$ cat src/rtl/xtea_pkg.sv
// Shared types and constants for the XTEA block cipher unit.
// No dependencies; imported by every module under rtl/.
package xtea_pkg;

	localparam logic [31:0] XTEA_DELTA = 32'h9e37_79b9;
	localparam int unsigned KEY_WORDS = 4;
	localparam int unsigned APB_AW = 5;

	// register indexes on the configuration port
	localparam logic [2:0] REG_KEY0 = 3'd0;
	localparam logic [2:0] REG_KEY1 = 3'd1;
	localparam logic [2:0] REG_KEY2 = 3'd2;
	localparam logic [2:0] REG_KEY3 = 3'd3;
	localparam logic [2:0] REG_ROUNDS = 3'd4;

	localparam logic [7:0] ROUNDS_RESET = 8'd32;

	localparam logic CMD_ENCRYPT = 1'b0;
	localparam logic CMD_DECRYPT = 1'b1;

	typedef logic [KEY_WORDS-1:0][31:0] key_t;

	typedef enum logic [1:0] {
		ST_IDLE,
		ST_RUN,
		ST_DONE
	} ctrl_state_t;

	// controller -> datapath
	typedef struct packed {
		logic load;
		logic step;
		logic phase_b;
	} dp_cmd_t;

endpackage

$ cat src/rtl/xtea_cfg_regs.sv
// APB-style register file: key words 0..3 and round count.
// Depends on xtea_pkg.
module xtea_cfg_regs import xtea_pkg::*; (
	input  logic              clk,
	input  logic              arst_n,
	input  logic              psel,
	input  logic              penable,
	input  logic              pwrite,
	input  logic [APB_AW-1:0] paddr,
	input  logic [31:0]       pwdata,
	output logic [31:0]       prdata,
	output logic              pready,
	output key_t              key,
	output logic [7:0]        round_count
);

	key_t       key_q;
	logic [7:0] rounds_q;
	logic [2:0] idx;
	logic       wr_en;

	assign idx    = paddr[APB_AW-1:2];
	assign wr_en  = psel && penable && pwrite;
	assign pready = 1'b1;

	always_ff @(posedge clk or negedge arst_n) begin
		if (!arst_n) begin
			key_q    <= '0;
			rounds_q <= ROUNDS_RESET;
		end else if (wr_en) begin
			unique case (idx)
				REG_KEY0:   key_q[0] <= pwdata;
				REG_KEY1:   key_q[1] <= pwdata;
				REG_KEY2:   key_q[2] <= pwdata;
				REG_KEY3:   key_q[3] <= pwdata;
				REG_ROUNDS: rounds_q <= pwdata[7:0];
				default: ;
			endcase
		end
	end

	always_comb begin
		unique case (idx)
			REG_KEY0:   prdata = key_q[0];
			REG_KEY1:   prdata = key_q[1];
			REG_KEY2:   prdata = key_q[2];
			REG_KEY3:   prdata = key_q[3];
			REG_ROUNDS: prdata = {24'd0, rounds_q};
			default:    prdata = '0;
		endcase
	end

	assign key         = key_q;
	assign round_count = rounds_q;

endmodule

$ cat src/rtl/xtea_datapath.sv
// XTEA datapath: y/z halves, running sum, one half-round per step command.
// Depends on xtea_pkg.
module xtea_datapath import xtea_pkg::*; (
	input  logic        clk,
	input  dp_cmd_t     cmd_in,
	input  logic        cmd,
	input  logic [63:0] data_block,
	input  key_t        key,
	input  logic [7:0]  round_count,
	output logic [63:0] result_block
);

	logic [31:0] y_q, z_q, sum_q;
	logic        decrypt_q;

	logic        target_y;
	logic [31:0] src, dst, mix, fval, upd, sum_init;
	logic [1:0]  kidx;

	// encrypt: y then z; decrypt: z then y
	assign target_y = (decrypt_q == cmd_in.phase_b);
	assign sum_init = XTEA_DELTA * {24'd0, round_count};

	always_comb begin
		src  = target_y ? z_q : y_q;
		dst  = target_y ? y_q : z_q;
		kidx = target_y ? sum_q[1:0] : sum_q[12:11];
		mix  = ((src << 4) ^ (src >> 5)) + src;
		fval = mix ^ (sum_q + key[kidx]);
		upd  = decrypt_q ? (dst - fval) : (dst + fval);
	end

	always_ff @(posedge clk) begin
		if (cmd_in.load) begin
			y_q       <= data_block[63:32];
			z_q       <= data_block[31:0];
			decrypt_q <= cmd;
			sum_q     <= (cmd == CMD_DECRYPT) ? sum_init : 32'd0;
		end else if (cmd_in.step) begin
			if (target_y)
				y_q <= upd;
			else
				z_q <= upd;
			if (!cmd_in.phase_b)
				sum_q <= decrypt_q ? (sum_q - XTEA_DELTA) : (sum_q + XTEA_DELTA);
		end
	end

	assign result_block = {y_q, z_q};

endmodule

$ cat src/rtl/xtea_ctrl.sv
// XTEA controller: sequences half-rounds and raises busy/done.
// Depends on xtea_pkg.
module xtea_ctrl import xtea_pkg::*; (
	input  logic       clk,
	input  logic       arst_n,
	input  logic       start,
	input  logic [7:0] round_count,
	output logic       busy,
	output logic       done,
	output dp_cmd_t    dp_cmd
);

	ctrl_state_t state_q, state_d;
	logic [7:0]  count_q;
	logic        phase_q;
	logic        accept;
	logic        last_step;

	assign accept    = start && !busy;
	assign last_step = phase_q && (count_q == 8'd1);

	always_ff @(posedge clk or negedge arst_n) begin
		if (!arst_n)
			state_q <= ST_IDLE;
		else
			state_q <= state_d;
	end

	always_comb begin
		state_d        = state_q;
		busy           = 1'b1;
		done           = 1'b0;
		dp_cmd.load    = 1'b0;
		dp_cmd.step    = 1'b0;
		dp_cmd.phase_b = phase_q;
		unique case (state_q)
			ST_IDLE: begin
				busy        = 1'b0;
				dp_cmd.load = start;
				if (start)
					state_d = (round_count == 8'd0) ? ST_DONE : ST_RUN;
			end
			ST_RUN: begin
				dp_cmd.step = 1'b1;
				if (last_step)
					state_d = ST_DONE;
			end
			ST_DONE: begin
				done    = 1'b1;
				state_d = ST_IDLE;
			end
			default: state_d = ST_IDLE;
		endcase
	end

	always_ff @(posedge clk or negedge arst_n) begin
		if (!arst_n) begin
			count_q <= '0;
			phase_q <= 1'b0;
		end else if (accept) begin
			count_q <= round_count;
			phase_q <= 1'b0;
		end else if (dp_cmd.step) begin
			phase_q <= !phase_q;
			if (phase_q)
				count_q <= count_q - 8'd1;
		end
	end

	a_accept_busy: assert property (@(posedge clk) disable iff (!arst_n)
		accept |=> busy)
		else $error("busy not raised after accepted beat");

	a_done_single: assert property (@(posedge clk) disable iff (!arst_n)
		done |=> !done)
		else $error("done held for more than one cycle");

	a_last_done: assert property (@(posedge clk) disable iff (!arst_n)
		(state_q == ST_RUN && last_step) |=> done)
		else $error("done missing after last half-round");

	a_run_count: assert property (@(posedge clk) disable iff (!arst_n)
		(state_q == ST_RUN) |-> (count_q != 8'd0))
		else $error("round counter empty while running");

endmodule

$ cat src/rtl/xtea_block_cipher_unit.sv
// Top level of the XTEA block cipher unit.
// Depends on xtea_pkg, xtea_cfg_regs, xtea_ctrl, xtea_datapath.
//
// channel   direction  handshake                 payload
// input     in         start & !busy             cmd, data_block
// result    out        done (one-cycle strobe)   result_block
// config    in         psel & penable & pwrite   paddr, pwdata (prdata on read)
//
// One half-round per cycle: the round loop through the shared half-round
// adder/mixer sets the rate. busy stays high from the accept edge through
// the done strobe, so no new block is accepted while one is running.
// done pulses for one cycle with result_block valid.
// Reset is asynchronous, active low; it clears keys to 0 and rounds to 32.
// The receiver cannot stall; no result is ever held back.
module xtea_block_cipher_unit import xtea_pkg::*; (
	input  logic              clk,
	input  logic              arst_n,
	input  logic              start,
	input  logic              cmd,
	input  logic [63:0]       data_block,
	output logic              busy,
	output logic              done,
	output logic [63:0]       result_block,
	input  logic              psel,
	input  logic              penable,
	input  logic              pwrite,
	input  logic [APB_AW-1:0] paddr,
	input  logic [31:0]       pwdata,
	output logic [31:0]       prdata,
	output logic              pready
);

	key_t       key;
	logic [7:0] round_count;
	dp_cmd_t    dp_cmd;

	xtea_cfg_regs u_cfg (
		.clk         (clk),
		.arst_n      (arst_n),
		.psel        (psel),
		.penable     (penable),
		.pwrite      (pwrite),
		.paddr       (paddr),
		.pwdata      (pwdata),
		.prdata      (prdata),
		.pready      (pready),
		.key         (key),
		.round_count (round_count)
	);

	xtea_ctrl u_ctrl (
		.clk         (clk),
		.arst_n      (arst_n),
		.start       (start),
		.round_count (round_count),
		.busy        (busy),
		.done        (done),
		.dp_cmd      (dp_cmd)
	);

	xtea_datapath u_dp (
		.clk          (clk),
		.cmd_in       (dp_cmd),
		.cmd          (cmd),
		.data_block   (data_block),
		.key          (key),
		.round_count  (round_count),
		.result_block (result_block)
	);

endmodule

$ cat config.mk
export PLATFORM = sky130hd
export DESIGN_NAME = xtea_block_cipher_unit
export DESIGN_NICKNAME = d
export VERILOG_FILES = /design/src/rtl/xtea_pkg.sv /design/src/rtl/xtea_cfg_regs.sv /design/src/rtl/xtea_datapath.sv /design/src/rtl/xtea_ctrl.sv /design/src/rtl/xtea_block_cipher_unit.sv
export SDC_FILE = /design/constraint.sdc
export NUM_CORES = 1
export LEC_CHECK = 0
export ABC_AREA = 1
export ABC_CLOCK_PERIOD_IN_PS = 6510
export BUFFER_PORTS_ARGS = -buffer_cell sky130_fd_sc_hd__buf_4
export CAP_MARGIN = 20
export CORE_AREA = 2 2 242 244
export DETAILED_ROUTE_END_ITERATION = 10
export DIE_AREA = 0 0 244 246
export GPL_ROUTABILITY_DRIVEN = 0
export GPL_TIMING_DRIVEN = 0
export SKIP_LAST_GASP = 1
export SYNTH_ARGS = -nofsm -noshare
export SYNTH_HDL_FRONTEND = slang
export SYNTH_HIERARCHICAL = 1
export SYNTH_SLANG_ARGS = --single-unit
$ cat constraint.sdc
create_clock -name clk -period 6.51 [get_ports clk]
set_input_delay 0 -clock clk [delete_from_list [all_inputs] [get_ports clk]]
set_output_delay 0 -clock clk [all_outputs]
set_load 0.01 [all_outputs]
== Yosys cells after proc, flatten, opt, wreduce, memory -nomap -nowiden ==
Index checks and enable logic that the tools add are counted.

* Register bits: 244
* Input bits: 108
* Output and inout port bits: 99
* Word-level logic and storage cells: 88

* Add/subtract/negate cells: 7
* $mul: 1
* $lt $le $gt $ge: 1
* Equality and inequality tests: 12
* Mux-type cells: 31
* Bitwise gates (word level): 2
* Reductions and logical operators: 22

{| class="wikitable"
|+ Operators by type and width
! cell !! number
|-
| two-way mux 32 bit || 15
|-
| case mux 32 bit (5 select lines) || 1
|-
| adder 32 bit || 3
|-
| binary-select mux 32 bit (select 2 bit) || 1
|-
| adder 32 bit (second input constant) || 1
|-
| multiplier 32 x 8 -> 32 bit (first input constant) || 1
|-
| subtractor 32 bit || 1
|-
| subtractor 32 bit (second input constant) || 1
|-
| XOR 32 x 27 -> 32 bit || 1
|-
| XOR 32 bit || 1
|-
| two-way mux 8 bit || 3
|-
| AND reduction 2 bit || 10
|-
| equality test 8 x 1 -> 1 bit (second input constant) || 1
|-
| logical NOT 8 bit || 1
|-
| two-way mux 2 bit || 4
|-
| nonzero test 2 bit || 4
|-
| subtractor 8 x 1 -> 8 bit (second input constant) || 1
|-
| equality test 3 x 2 -> 1 bit (second input constant) || 2
|-
| two-way mux 1 bit || 6
|-
| != test 2 bit (second input constant) || 3
|-
| logical AND 1 bit || 4
|-
| case mux 2 bit (2 select lines) || 1
|-
| equality test 3 x 1 -> 1 bit (second input constant) || 1
|-
| equality test 3 bit (second input constant) || 1
|-
| other kinds (8) || 8
|}

== Longest topological paths before layout ==
Gate-level depths: netlist (run 1).

* Depth in word-level cells: 11
* Gate-level depth with buffers: 44

== Modules after synthesis ==
The synthesis (run 1) kept the hierarchy.

{| class="wikitable"
|+ Modules (own cells, without submodules)
! module !! times used !! cells an instance !! area each (µm²)
|-
| xtea_datapath || 1 || 2,934 || 18,312.6
|-
| xtea_cfg_regs || 1 || 781 || 6,467.5
|-
| xtea_ctrl || 1 || 119 || 834.6
|}

== Worst setup path after synthesis (run 1) ==
OpenSTA, ideal clock, no wires.

* Path type: register to register
* Start: register u_dp.decrypt_q
* End: register u_dp.y_q[31] (data pin)
* Setup time: 0.253 ns
* Arrival: 5.341 ns
* Path slack: 0.915 ns
* Cell stages (with the launch flop): 37
* Buffers on the path: 2
* Clock period less this slack: 5.595 ns
* Path through: edfxtp_1 -> buf_4 -> inv_2 -> nand2_1 -> nand2_2 -> nand2_1 -> o21ai_2 -> inv_1 -> clkbuf_1 -> o21ai_0 -> o22ai_1 -> ha_1 -> fa_1 -> nand3_1 -> nand3_1 -> xnor2_1 -> xor2_1 -> nand2_2 -> nor2_4 -> nand3_4 -> nor2_4 -> nand2_2 -> nor2_4 -> nand3_2 -> nand2_4 -> nand2_4 -> o21ai_1 -> nand2_1 -> ha_1 -> a21oi_1 -> inv_1 -> a31oi_1 -> o31ai_1 -> a211oi_1 -> nand3_1 -> nand3_2 -> nand2_1

* Word-level cells in the longest chain between the ends: 11

{| class="wikitable"
|+ RTL lines
! what !! line !! source
|-
| from (decl) || xtea_datapath.sv:14 || <nowiki>logic decrypt_q;</nowiki>
|-
| from (signal assigned) || xtea_datapath.sv:37 || <nowiki>decrypt_q <= cmd;</nowiki>
|-
| equality test 1 bit || xtea_datapath.sv:21 || <nowiki>assign target_y = (decrypt_q == cmd_in.phase_b);</nowiki>
|-
| two-way mux 2 bit || xtea_datapath.sv:27 || <nowiki>kidx = target_y ? sum_q[1:0] : sum_q[12:11];</nowiki>
|-
| binary-select mux 32 bit (select 2 bit) || xtea_datapath.sv:29 || <nowiki>fval = mix ^ (sum_q + key[kidx]);</nowiki>
|-
| two-way mux 32 bit (not written as such) || xtea_datapath.sv:29 ||
|-
| adder 32 bit || xtea_datapath.sv:29 ||
|-
| XOR 32 bit || xtea_datapath.sv:29 ||
|-
| adder 32 bit or subtractor 32 bit (tied branches) || xtea_datapath.sv:30 || <nowiki>upd = decrypt_q ? (dst - fval) : (dst + fval);</nowiki>
|-
| two-way mux 32 bit * || xtea_datapath.sv:30 ||
|-
| two-way mux 32 bit * || xtea_datapath.sv:40 || <nowiki>if (target_y)</nowiki>
|-
| two-way mux 32 bit * || xtea_datapath.sv:39 || <nowiki>end else if (cmd_in.step) begin</nowiki>
|-
| two-way mux 32 bit * || xtea_datapath.sv:34 || <nowiki>if (cmd_in.load) begin</nowiki>
|-
| to (signal assigned) || xtea_datapath.sv:35 || <nowiki>y_q <= data_block[63:32];</nowiki>
|-
| to (signal assigned) || xtea_datapath.sv:41 || <nowiki>y_q <= upd;</nowiki>
|-
| to (decl) || xtea_datapath.sv:13 || <nowiki>logic [31:0] y_q, z_q, sum_q;</nowiki>
|}

Mark *: on every way between the ends. The rest lies on a longest branch, timed or not. The select of a mux whose other input is x is not followed.
A chain may end at the register's enable or synchronous reset.

== Worst setup path in the final report (run 1) ==
Same ends and word-level chain as after synthesis.

==> results.md, run 1 <==
- Syn_area_per_cell: ~6.7 sq um
- Share of layout cells above drive strength 1: 0.131
- Total Wirelength: about 95000 microns
- Avg Vias per Cell: ~5.3
- Clk buf depth: 3
- WP data arrival: approximately 6.6 ns
- Drc violations: 0
- Max-Cap Viols: 0
- Final non-filler cell total: between 4000 and 5000
- Drt initial violations: 2363
- Tmin final: roughly 6.2 ns
- Met3 wire length: about 6500 microns
- Layout fillers: 5804
- Clock-pin slew on the worst setup and hold paths: approximately 0.060 ns
- H-tree Lvls: 1
- Post-Synthesis Cells: ~3800
- Most frequent cell on the critical path: nand2_1
- Clock Sinks: approximately 240
- Crit-path slowest cell: edfxtp_1
- Area occupied by multi-input gates: between 15000 and 20000 sq um
- Number of max-slew violations in the final report: 0
- Pre-CTS setup slack: -1.51 ns
- Commonest non-fill, non-tap cells in the layout: nand2_1 (1132), inv_1 (609), o21ai_0 (323)
- Yosys Warn Count: 6
- Setup Crit Path Kind: flop to flop
- DR WL met2: between 40000 and 50000 microns
- Worst setup margin: around 0.27 ns
- CTS buffer count: 31
- Post-synth ARST share: 0.602
- Final nets: between 4000 and 5000
- Area grow syn2layout: 21.2%
- CP endpoint kind: flop
- Top Metal Used: met4
- Post-Syn Area: between 20000 and 30000 sq um
- Root buf cell: clkbuf_16
- 1st-pass router iterations: 5
- Post-route antenna net violation count: 0
- Core area: 57400 sq um
- Worst path bufs/invs: 6
- CP Max Fanout: 10
- Initial core utilization: 0.447
- Commonest non-fill, non-tap cell in the layout: nand2_1
- Final hold violations: 0
- # setup viols final: 0
- Cell total after placement: around 4800
- Crit-path max cell delay: ~0.43 ns
- Initial antenna violation count: 0
- Worst min-delay path category: primary input to flop
- Die Y: about 250 microns
- Outcome: finished, final reports clean
- Die Area: about 60000 sq um
- Reg area: ~6600 sq um
- Detailed Place HPWL: approximately 75000 microns
- Top delay family on crit path: simple AND/OR/NAND/NOR gates
- Synthesized flop and latch total: around 240
- Port Buffers: 201
- Max Fclk: approximately 0.16 GHz
- Row cnt: just under 90
- Met1 Wirelength: a little over 40000 microns
- Die X-Extent: around 240 microns
- Vias in the first global route: 25200
- Synth cell types: 70
- Post-Route Utilization: 0.541
- Most used flip-flop cell after synthesis: dfrtp_1
- Max-slew headroom: 0.280
- Overflow after GRT: 0
- Setup TNS: 0 ns
- Synth Net Count: approximately 4200
- Post-synth EDFFs: 97
- GRT Total Usage: 0.309
- Pin count of the biggest net entering global routing: between 100 and 150
- Sequential share of the synthesized area: 0.257
- CTS tree: yes
- # IOs: roughly 210
- Slew at the pin with the worst max-slew slack: about 1.1 ns
- Wire length per cell: approximately 19 microns
- Routed via count: around 27000
- Clock skew: approximately 0.014 ns
- Tcrit/Tclk final: 0.959
- CP Launch Type: flop
- First-pass GRT wire length: between 100000 and 150000 microns
- Clock latency on the worst-skew pair: between 0.6 and 0.7 ns
- Critical Path RT: 6.88 ns
area by class of cell:
| cell class | instances | area share |
|---|---|---|
| clock inverters | 17 | 0.00613 |
| well taps | 765 | 0.0308 |
| plain buffers | 98 | 0.0191 |
| repair buffers | 330 | 0.0922 |
| clock buffers | 40 | 0.0274 |
| flip-flops and latches | 244 | 0.212 |
| inverters | 631 | 0.0767 |
| diodes | 1 | 0.0000806 |
| multi-input cells | 2862 | 0.535 |
worst register-to-register path: cells and delay by family (launching register included):
| family | cells | cell delay (ns) |
|---|---|---|
| AND/OR/NAND/NOR | 19 | 2.30 |
| buffers and inverters | 6 | 0.91 |
| XOR/XNOR | 1 | 0.15 |
| adder cells (fa/ha/maj) | 2 | 0.78 |
| AO/OA/AOI/OAI | 7 | 1.41 |
| flip-flops | 1 | 0.43 |
synthesized netlist by cell type (10+ instances only):
cell	number	area (sq um)
buf_2	25	125
inv_2	16	60.1
nor2_1	309	1160
nor3_1	17	85.1
nand3_1	164	821
fa_1	66	1320
a21oi_1	208	1040
nand2_1	1146	4300
ha_1	193	2410
nand2_2	10	62.6
o21ai_0	363	1820
nand4_1	32	200
xor2_1	74	648
a31oi_1	14	87.6
o21ai_2	25	219
dfrtp_1	146	3650
or2_2	12	75.1
nand3b_1	25	188
clkbuf_1	49	184
o22ai_1	40	250
o21ai_1	25	125
inv_1	610	2290
xnor2_1	32	280
edfxtp_1	97	2910
stage by stage:
step	hold WS (ns)	cell area [sq um]
floorplan	-0.296	25600
global placement	0.213	28100
detailed placement	-0.0711	28200
CTS	0.00831	30500
global route	0.0261	31000
finish	0.0263	31000
metal layers:
| metal | global-route usage | vias to the layer above |
|---|---|---|
| met5 | 0 | - |
| met4 | 0.102 | 0 |
| met2 | 0.509 | 1022 |
| met1 | 0.423 | 12400 |
| li1 | - | 13100 |
| met3 | 0.0366 | 178 |
worst paths after layout:
check / cells past startpoint / end / from / slack [ns]
max: 35 / u_dp/y_q[31]$_DFFE_PP_ / u_dp/decrypt_q$_DFFE_PP_ / 0.27
min in group asynchronous: 3 / u_cfg/round_count[5]$_DFFE_PN1P_ / arst_n / 0.48
min reg2reg: 2 / u_cfg/key[94]$_DFFE_PN0P_ / u_cfg/key[94]$_DFFE_PN0P_ / 0.50
max reg2reg: 35 / u_dp/y_q[31]$_DFFE_PP_ / u_dp/decrypt_q$_DFFE_PP_ / 0.27
min: 4 / u_cfg/key[96]$_DFFE_PN0P_ / penable / 0.03
max in group asynchronous: 4 / u_cfg/key[89]$_DFFE_PN0P_ / arst_n / 5.46
sequential cells by signal, indices dropped and copies added (netlist names):
signal / flops
u_dp/sum_q: 32
u_ctrl/count_q: 8
u_cfg/round_count: 8
u_dp/decrypt_q: 1
u_ctrl/state_q: 2
u_dp/z_q: 32
u_dp/y_q: 32
u_ctrl/phase_q: 1
u_cfg/key: 128
kinds of logic after synthesis:
kind of cell    Yosys count  share of synthesized area
simple gates           1766                      0.291
buf+inv                 730                      0.113
xor+xnor                109                     0.0381
flops                   244                      0.257
fa+ha+maj               259                      0.146
compound gates          725                      0.154
other cells               1                   0.000146
what timing repair did:
action                                  CTS  global route
endpoints found under the setup margin   52            38
buffers inserted                          2            15
resized for setup                        54           148
hold buffers                            108             0
cloned                                    0             2
endpoints found under the hold margin   360             0
pin swaps                                 2            20
Power of run 1 is not shown: default switching activity piles up to over one toggle a cycle in this logic, so the estimate is an artifact.
==> inputs of run 2 (changes only) <==
- ABC_CLOCK_PERIOD_IN_PS: 6510 -> 6900
- CAP_MARGIN: 20 -> 40
- SLEW_MARGIN: default -> 20
- clock period: 6.51 -> 6.9 ns (I/O delays scaled with it)
==> results.md, run 2 (synthesis results as in run 1) <==
- Outcome: finished, final reports clean
- Commonest non-fill, non-tap cell in the layout: nand2_1
- Initial antenna violation count: 0 (unchanged)
- Hold Slack: 0.0124 ns (-0.0139 ns)
- Slew at the pin with the worst max-slew slack: 0.895 ns (-0.186 ns)
- Setup Crit Path Kind: flop to flop
- Clock skew: 0.0114 ns (-0.00307 ns)
- Post-Route Utilization: 0.535 (-0.00582)
- Clock-pin slew on the worst setup and hold paths: 0.06 ns (about the same)
- Post-route antenna net violation count: 0 (unchanged)
- # setup viols final: 0 (unchanged)
- Overflow after GRT: 0 (unchanged)
- Crit-path slowest cell: edfxtp_1
- Total Wirelength: 94200 microns (-0.78%)
- H-tree Lvls: 1 (unchanged)
- Clock latency on the worst-skew pair: 0.61 ns (about the same)
- Max Fclk: 0.153 GHz (-4.8%)
- Tmin final: 6.56 ns (+0.313 ns)
- GRT Total Usage: 0.309 (-0.000355)
- Row cnt: 88 (unchanged)
- Initial core utilization: 0.447 (unchanged)
- Detailed Place HPWL: 75000 microns (about the same)
- Worst path bufs/invs: 4 (-2)
- CP endpoint kind: flop
- Crit-path max cell delay: 0.42 ns (about the same)
- Reg area: 6590 sq um (about the same)
- Max FFs per register: 128 (unchanged)
- Area occupied by multi-input gates: 16300 sq um (-1.8%)
- Wire length per cell: 18.9 microns (-0.78%)
- Vias in the first global route: 25100 (-0.27%)
- RSZ-0062 raised after global routing: yes
- Clock Sinks: 244 (unchanged)
- Drt initial violations: 2280 (-3.5%)
- Port Buffers: 201 (unchanged)
- Drc violations: 0 (unchanged)
- CTS tree: yes
- CP Launch Type: flop
- Number of max-slew violations in the final report: 0 (unchanged)
- Reg2reg setup slack: 0.34 ns (+0.08 ns)
- Worst min-delay path category: primary input to flop
- Max-slew headroom: 0.397 (+0.118)
- Critical Path RT: 7.26 ns (+0.38 ns)
- Die Area: 60000 sq um (unchanged)
- Routed via count: 26500 (-0.62%)
- ANT cells: 0 (-1)
- # IOs: 207 (unchanged)
- Most frequent cell on the critical path: nand2_1
- First-pass GRT wire length: 144000 microns (-0.38%)
- Final nets: 4566 (+0.022%)
- Layout fillers: 5811 (+0.12%)
- CP Max Fanout: 10 (unchanged)
- Tcrit/Tclk final: 0.950 (-0.00881)
- WP data arrival: 6.92 ns (+0.31 ns)
- CTS buffer count: 30 (-3.2%)
- Setup TNS: 0 ns (unchanged)
- Max-Cap Viols: 0 (unchanged)
- Commonest non-fill, non-tap cells in the layout: nand2_1 (1145), inv_1 (609), o21ai_0 (356)
- Final hold violations: 0 (unchanged)
- Pin count of the biggest net entering global routing: 77 (-27%)
- Die X-Extent: 244 microns (unchanged)
- 1st-pass router iterations: 6 (+1)
- Design area: 30700 sq um (-1.1%)
- Root buf cell: clkbuf_16
- DP Area: 28300 sq um (+0.41%)
- Share of layout cells above drive strength 1: 0.116 (-0.0147)
- Top delay family on crit path: simple AND/OR/NAND/NOR gates
- Core area: 57400 sq um (unchanged)
- Area grow syn2layout: 19.9%
- Die Y: 246 microns (unchanged)
- Avg Vias per Cell: 5.31 (-0.62%)
- Clk buf depth: 3 (unchanged)
## run 2: cell types whose count changed in the layout (fill, tap and decap cells not counted), sizes merged, moves of 2 or more
cell,change
clkbuf,+4
nand2,-2
buf,+4
inv,-2
## run 2: path summary, 6_finish.rpt
check                                                from                             to  depth (start not counted)
min in group asynchronous                          arst_n  u_ctrl/count_q[2]$_DFFE_PN0P_                          3
worst max register to register   u_dp/decrypt_q$_DFFE_PP_         u_dp/z_q[31]$_DFFE_PP_                         35
worst min-delay path                              penable     u_cfg/key[103]$_DFFE_PN0P_                          4
worst max-delay path             u_dp/decrypt_q$_DFFE_PP_         u_dp/z_q[31]$_DFFE_PP_                         35
worst min register to register  u_cfg/key[94]$_DFFE_PN0P_      u_cfg/key[94]$_DFFE_PN0P_                          2
max in group asynchronous                          arst_n     u_cfg/key[117]$_DFFE_PN0P_                          4
## run 2: timing repair
item                                   4_1_cts  5_1_grt
setup endpoints to repair                   46       28
pin swaps                                    0        1
buffers inserted                             1        0
hold buffers                               107        0
endpoints found under the hold margin      360        0
gates cloned                                 0        0
gates resized for setup                     19       83
## run 2: cell type report
type,instances,area share
flip-flops and latches,244,0.215
clock inverters,13,0.00566
well taps,765,0.0312
repair buffers,333,0.0924
multi-input cells,2860,0.531
plain buffers,99,0.0187
inverters,631,0.0774
clock buffers,43,0.0287
## run 2: stage by stage
step                setup WS, ns  cells
floorplan                   1.31   3834
global placement           -1.13   4800
detailed placement         -1.10   4821
CTS                       0.0288   4985
global route             -0.0124   4988
finish                     0.343   4988
## run 2: layer usage
layer | wire (microns) | global-route usage | up-vias
met5 | 0 | 0 | -
met4 | 3230 | 0.0951 | 0
met3 | 6160 | 0.0365 | 160
met2 | 43300 | 0.512 | 910
met1 | 41600 | 0.422 | 12300
li1 | - | - | 13100
## run 2: tightest hold or removal path, cell delays in order
cell and delay (ns):
buf_4 0.11, nand3_1 0.24, o21ai_0 0.16, nand2_1 0.07
Power of run 2 is left out for the same reason.
==> inputs of run 3 (changes only) <==
- ABC_AREA: 1 -> default
- BUFFER_PORTS_ARGS: -buffer_cell sky130_fd_sc_hd__buf_4 -> -buffer_cell sky130_fd_sc_hd__buf_2
- CORE_AREA: 2 2 242 244 -> 2 2 230 232
- DIE_AREA: 0 0 244 246 -> 0 0 232 234
==> results.md, run 3 <==
- Tmin final: 7.37 ns (+0.817 ns)
- Post-Syn Area: 23100 sq um (-10%)
- Port Buffers: 203 (+1.0%)
- Synth Net Count: 2611 (-38%)
- First-pass GRT wire length: 113000 microns (-21%)
- 1st-pass router iterations: 6 (unchanged)
- Slew at the pin with the worst max-slew slack: 0.901 ns (+0.00638 ns)
- Post-synth EDFFs: 97 (unchanged)
- CP Max Fanout: 6 (-4)
- Root buf cell: clkbuf_16
- Post-route antenna net violation count: 0 (unchanged)
- Crit-path max cell delay: 0.61 ns (+0.19 ns)
- Die Area: 54300 sq um (-9.6%)
- Syn_area_per_cell: 10.3 sq um (+54%)
- Commonest non-fill, non-tap cell in the layout: buf_2
- WP data arrival: 7.71 ns (+0.79 ns)
- CP Launch Type: flop
- Area grow syn2layout: 25.1%
- Max Fclk: 0.136 GHz (-11%)
- Max-slew headroom: 0.399 (+0.00205)
- Clk buf depth: 3 (unchanged)
- Overflow after GRT: 0 (unchanged)
- Synth cell types: 107 (+53%)
- Die X-Extent: 232 microns (-4.9%)
- Outcome: finished, violations left
- Vias in the first global route: 20000 (-21%)
- Drt initial violations: 1441 (-37%)
- Synth top cells by count: ha_1 (193), mux2_2 (159), inv_1 (151)
- CTS tree: yes
- Clock latency on the worst-skew pair: 0.63 ns (+0.02 ns)
- Post-synth ARST share: 0.602 (unchanged)
- H-tree Lvls: 1 (unchanged)
- Share of layout cells above drive strength 1: 0.289 (+0.172)
- Sequential share of the synthesized area: 0.286 (+0.0286)
- Number of max-slew violations in the final report: 0 (unchanged)
- Initial core utilization: 0.443 (-0.00337)
- CP endpoint kind: flop
- Clock skew: 0.0492 ns (+0.0377 ns)
- Pre-CTS setup slack: -2.20 ns (-1.10 ns)
- Clock-pin slew on the worst setup and hold paths: 0.06 ns (about the same)
- Most common cell in the synthesized netlist: ha_1
- Wire length per cell: 21.8 microns (+15%)
- Max FFs per register: 128 (unchanged)
- Post-Synthesis Cells: 2244 (-41%)
- RSZ-0062 raised after global routing: yes
- Tcrit/Tclk final: 1.07 (+0.118)
- Initial antenna violation count: 2 (+2)
- Clock Sinks: 244 (unchanged)
- Drc violations: 0 (unchanged)
- Pin count of the biggest net entering global routing: 99 (+29%)
- Commonest non-fill, non-tap cells in the layout: buf_2 (216), ha_1 (176), mux2_2 (158)
- Final hold violations: 0 (unchanged)
- Avg Vias per Cell: 5.83 (+9.8%)
- Setup Crit Path Kind: flop to flop
- Core area: 52000 sq um (-9.3%)
- # setup viols final: 22 (+22)
- GRT Total Usage: 0.267 (-0.0423)
- Reg2reg setup slack: -0.47 ns (-0.82 ns)
- Die Y: 234 microns (-4.9%)
- Yosys Warn Count: 6 (unchanged)
- Most used flip-flop cell after synthesis: dfrtp_1
- Routed via count: 19700 (-26%)
- CTS buffer count: 30 (unchanged)
- Final nets: 3033 (-34%)
- Row cnt: 84 (-4.5%)
- Worst min-delay path category: primary input to flop
- Area leader, netlist: dfrtp_1
- Worst setup margin: -0.474 ns (-0.817 ns)
- Largest cells by area after synthesis: dfrtp_1 (16%), edfxtp_1 (13%), ha_1 (10%)
- Failing checks: setup timing
- # IOs: 207 (unchanged)
- Max-Cap Viols: 0 (unchanged)
- Synthesized flop and latch total: 244 (unchanged)
- Post-synth top area share: 0.158 (-0.00946)
- Detailed Place HPWL: 55700 microns (-26%)
- Crit-path slowest cell: mux4_2
- Critical Path RT: 7.23 ns (-0.03 ns)
- Total Wirelength: 73600 microns (-22%)
- ANT cells: 0 (unchanged)
run 3: area by class of cell:
| cell class | instances | area, sq um |
|---|---|---|
| Tap cell | 688 | 861 |
| Inverter | 155 | 582 |
| Sequential cell | 244 | 6590 |
| Timing Repair Buffer | 394 | 2940 |
| Fill cell | 4512 | 23200 |
| Clock buffer | 39 | 846 |
| Clock inverter | 16 | 186 |
| Multi-Input combinational cell | 1762 | 16300 |
| Buffer | 79 | 523 |
run 3: repair_timing:
action,CTS,global route
setup buffers,50,20
resized for setup,106,79
setup endpoints to repair,52,30
endpoints found under the hold margin,355,0
hold buffers,106,0
cloned,0,0
pin swaps,54,50
run 3: routing by layer:
layer / vias up / GRT usage / share of wire
met3: 162 / 0.0325 / 0.052
met4: 4 / 0.0952 / 0.041
met1: 9704 / 0.343 / 0.42
met5: - / 0 / 0.00041
li1: 9099 / - / -
met2: 714 / 0.462 / 0.48
run 3: logic make-up after synthesis:
kind of cell	synth area share
other cells	0.000163
buf+inv	0.0427
xor+xnor	0.0799
compound gates	0.152
simple gates	0.114
flops	0.286
mux	0.163
fa+ha+maj	0.162
run 3: worst max-delay path, delay by kind of cell, from the launching register on:
kind | cells | cell delay (ns)
simple gates | 10 | 2.23
compound gates | 8 | 1.42
fa+ha+maj | 3 | 0.98
xor+xnor | 3 | 0.75
buf+inv | 4 | 0.62
mux | 1 | 0.61
flops | 1 | 0.50
run 3: final timing paths:
kind	from	end	depth (start not counted)
hold reg to reg	u_cfg/key[38]$_DFFE_PN0P_	u_cfg/key[38]$_DFFE_PN0P_	1
max in group asynchronous	arst_n	u_ctrl/phase_q$_DFFE_PN0P_	4
setup / recovery	u_dp/decrypt_q$_DFFE_PP_	u_dp/y_q[31]$_DFFE_PP_	29
setup reg to reg	u_dp/decrypt_q$_DFFE_PP_	u_dp/y_q[31]$_DFFE_PP_	29
min in group asynchronous	arst_n	u_cfg/key[17]$_DFFE_PN0P_	4
hold / removal	pwrite	u_cfg/round_count[1]$_DFFE_PN0P_	4
run 3: metrics by stage:
stage | hold WS [ns] | TNS (ns) | std cells | cell area, sq um | utilization
final | 0.0269 | -5.99 | 3377 | 28800 | 0.554
after floorplan | -0.296 | 0 | 2244 | 23200 | -
after CTS | 0.0234 | -4.20 | 3358 | 28400 | 0.545
after global placement | 0.271 | -98.19 | 3135 | 25000 | 0.481
after global routing | 0.0440 | -12.35 | 3377 | 28800 | 0.554
after detailed placement | -0.0640 | -72.05 | 3150 | 25300 | 0.487
Power of run 3 is left out for the same reason.
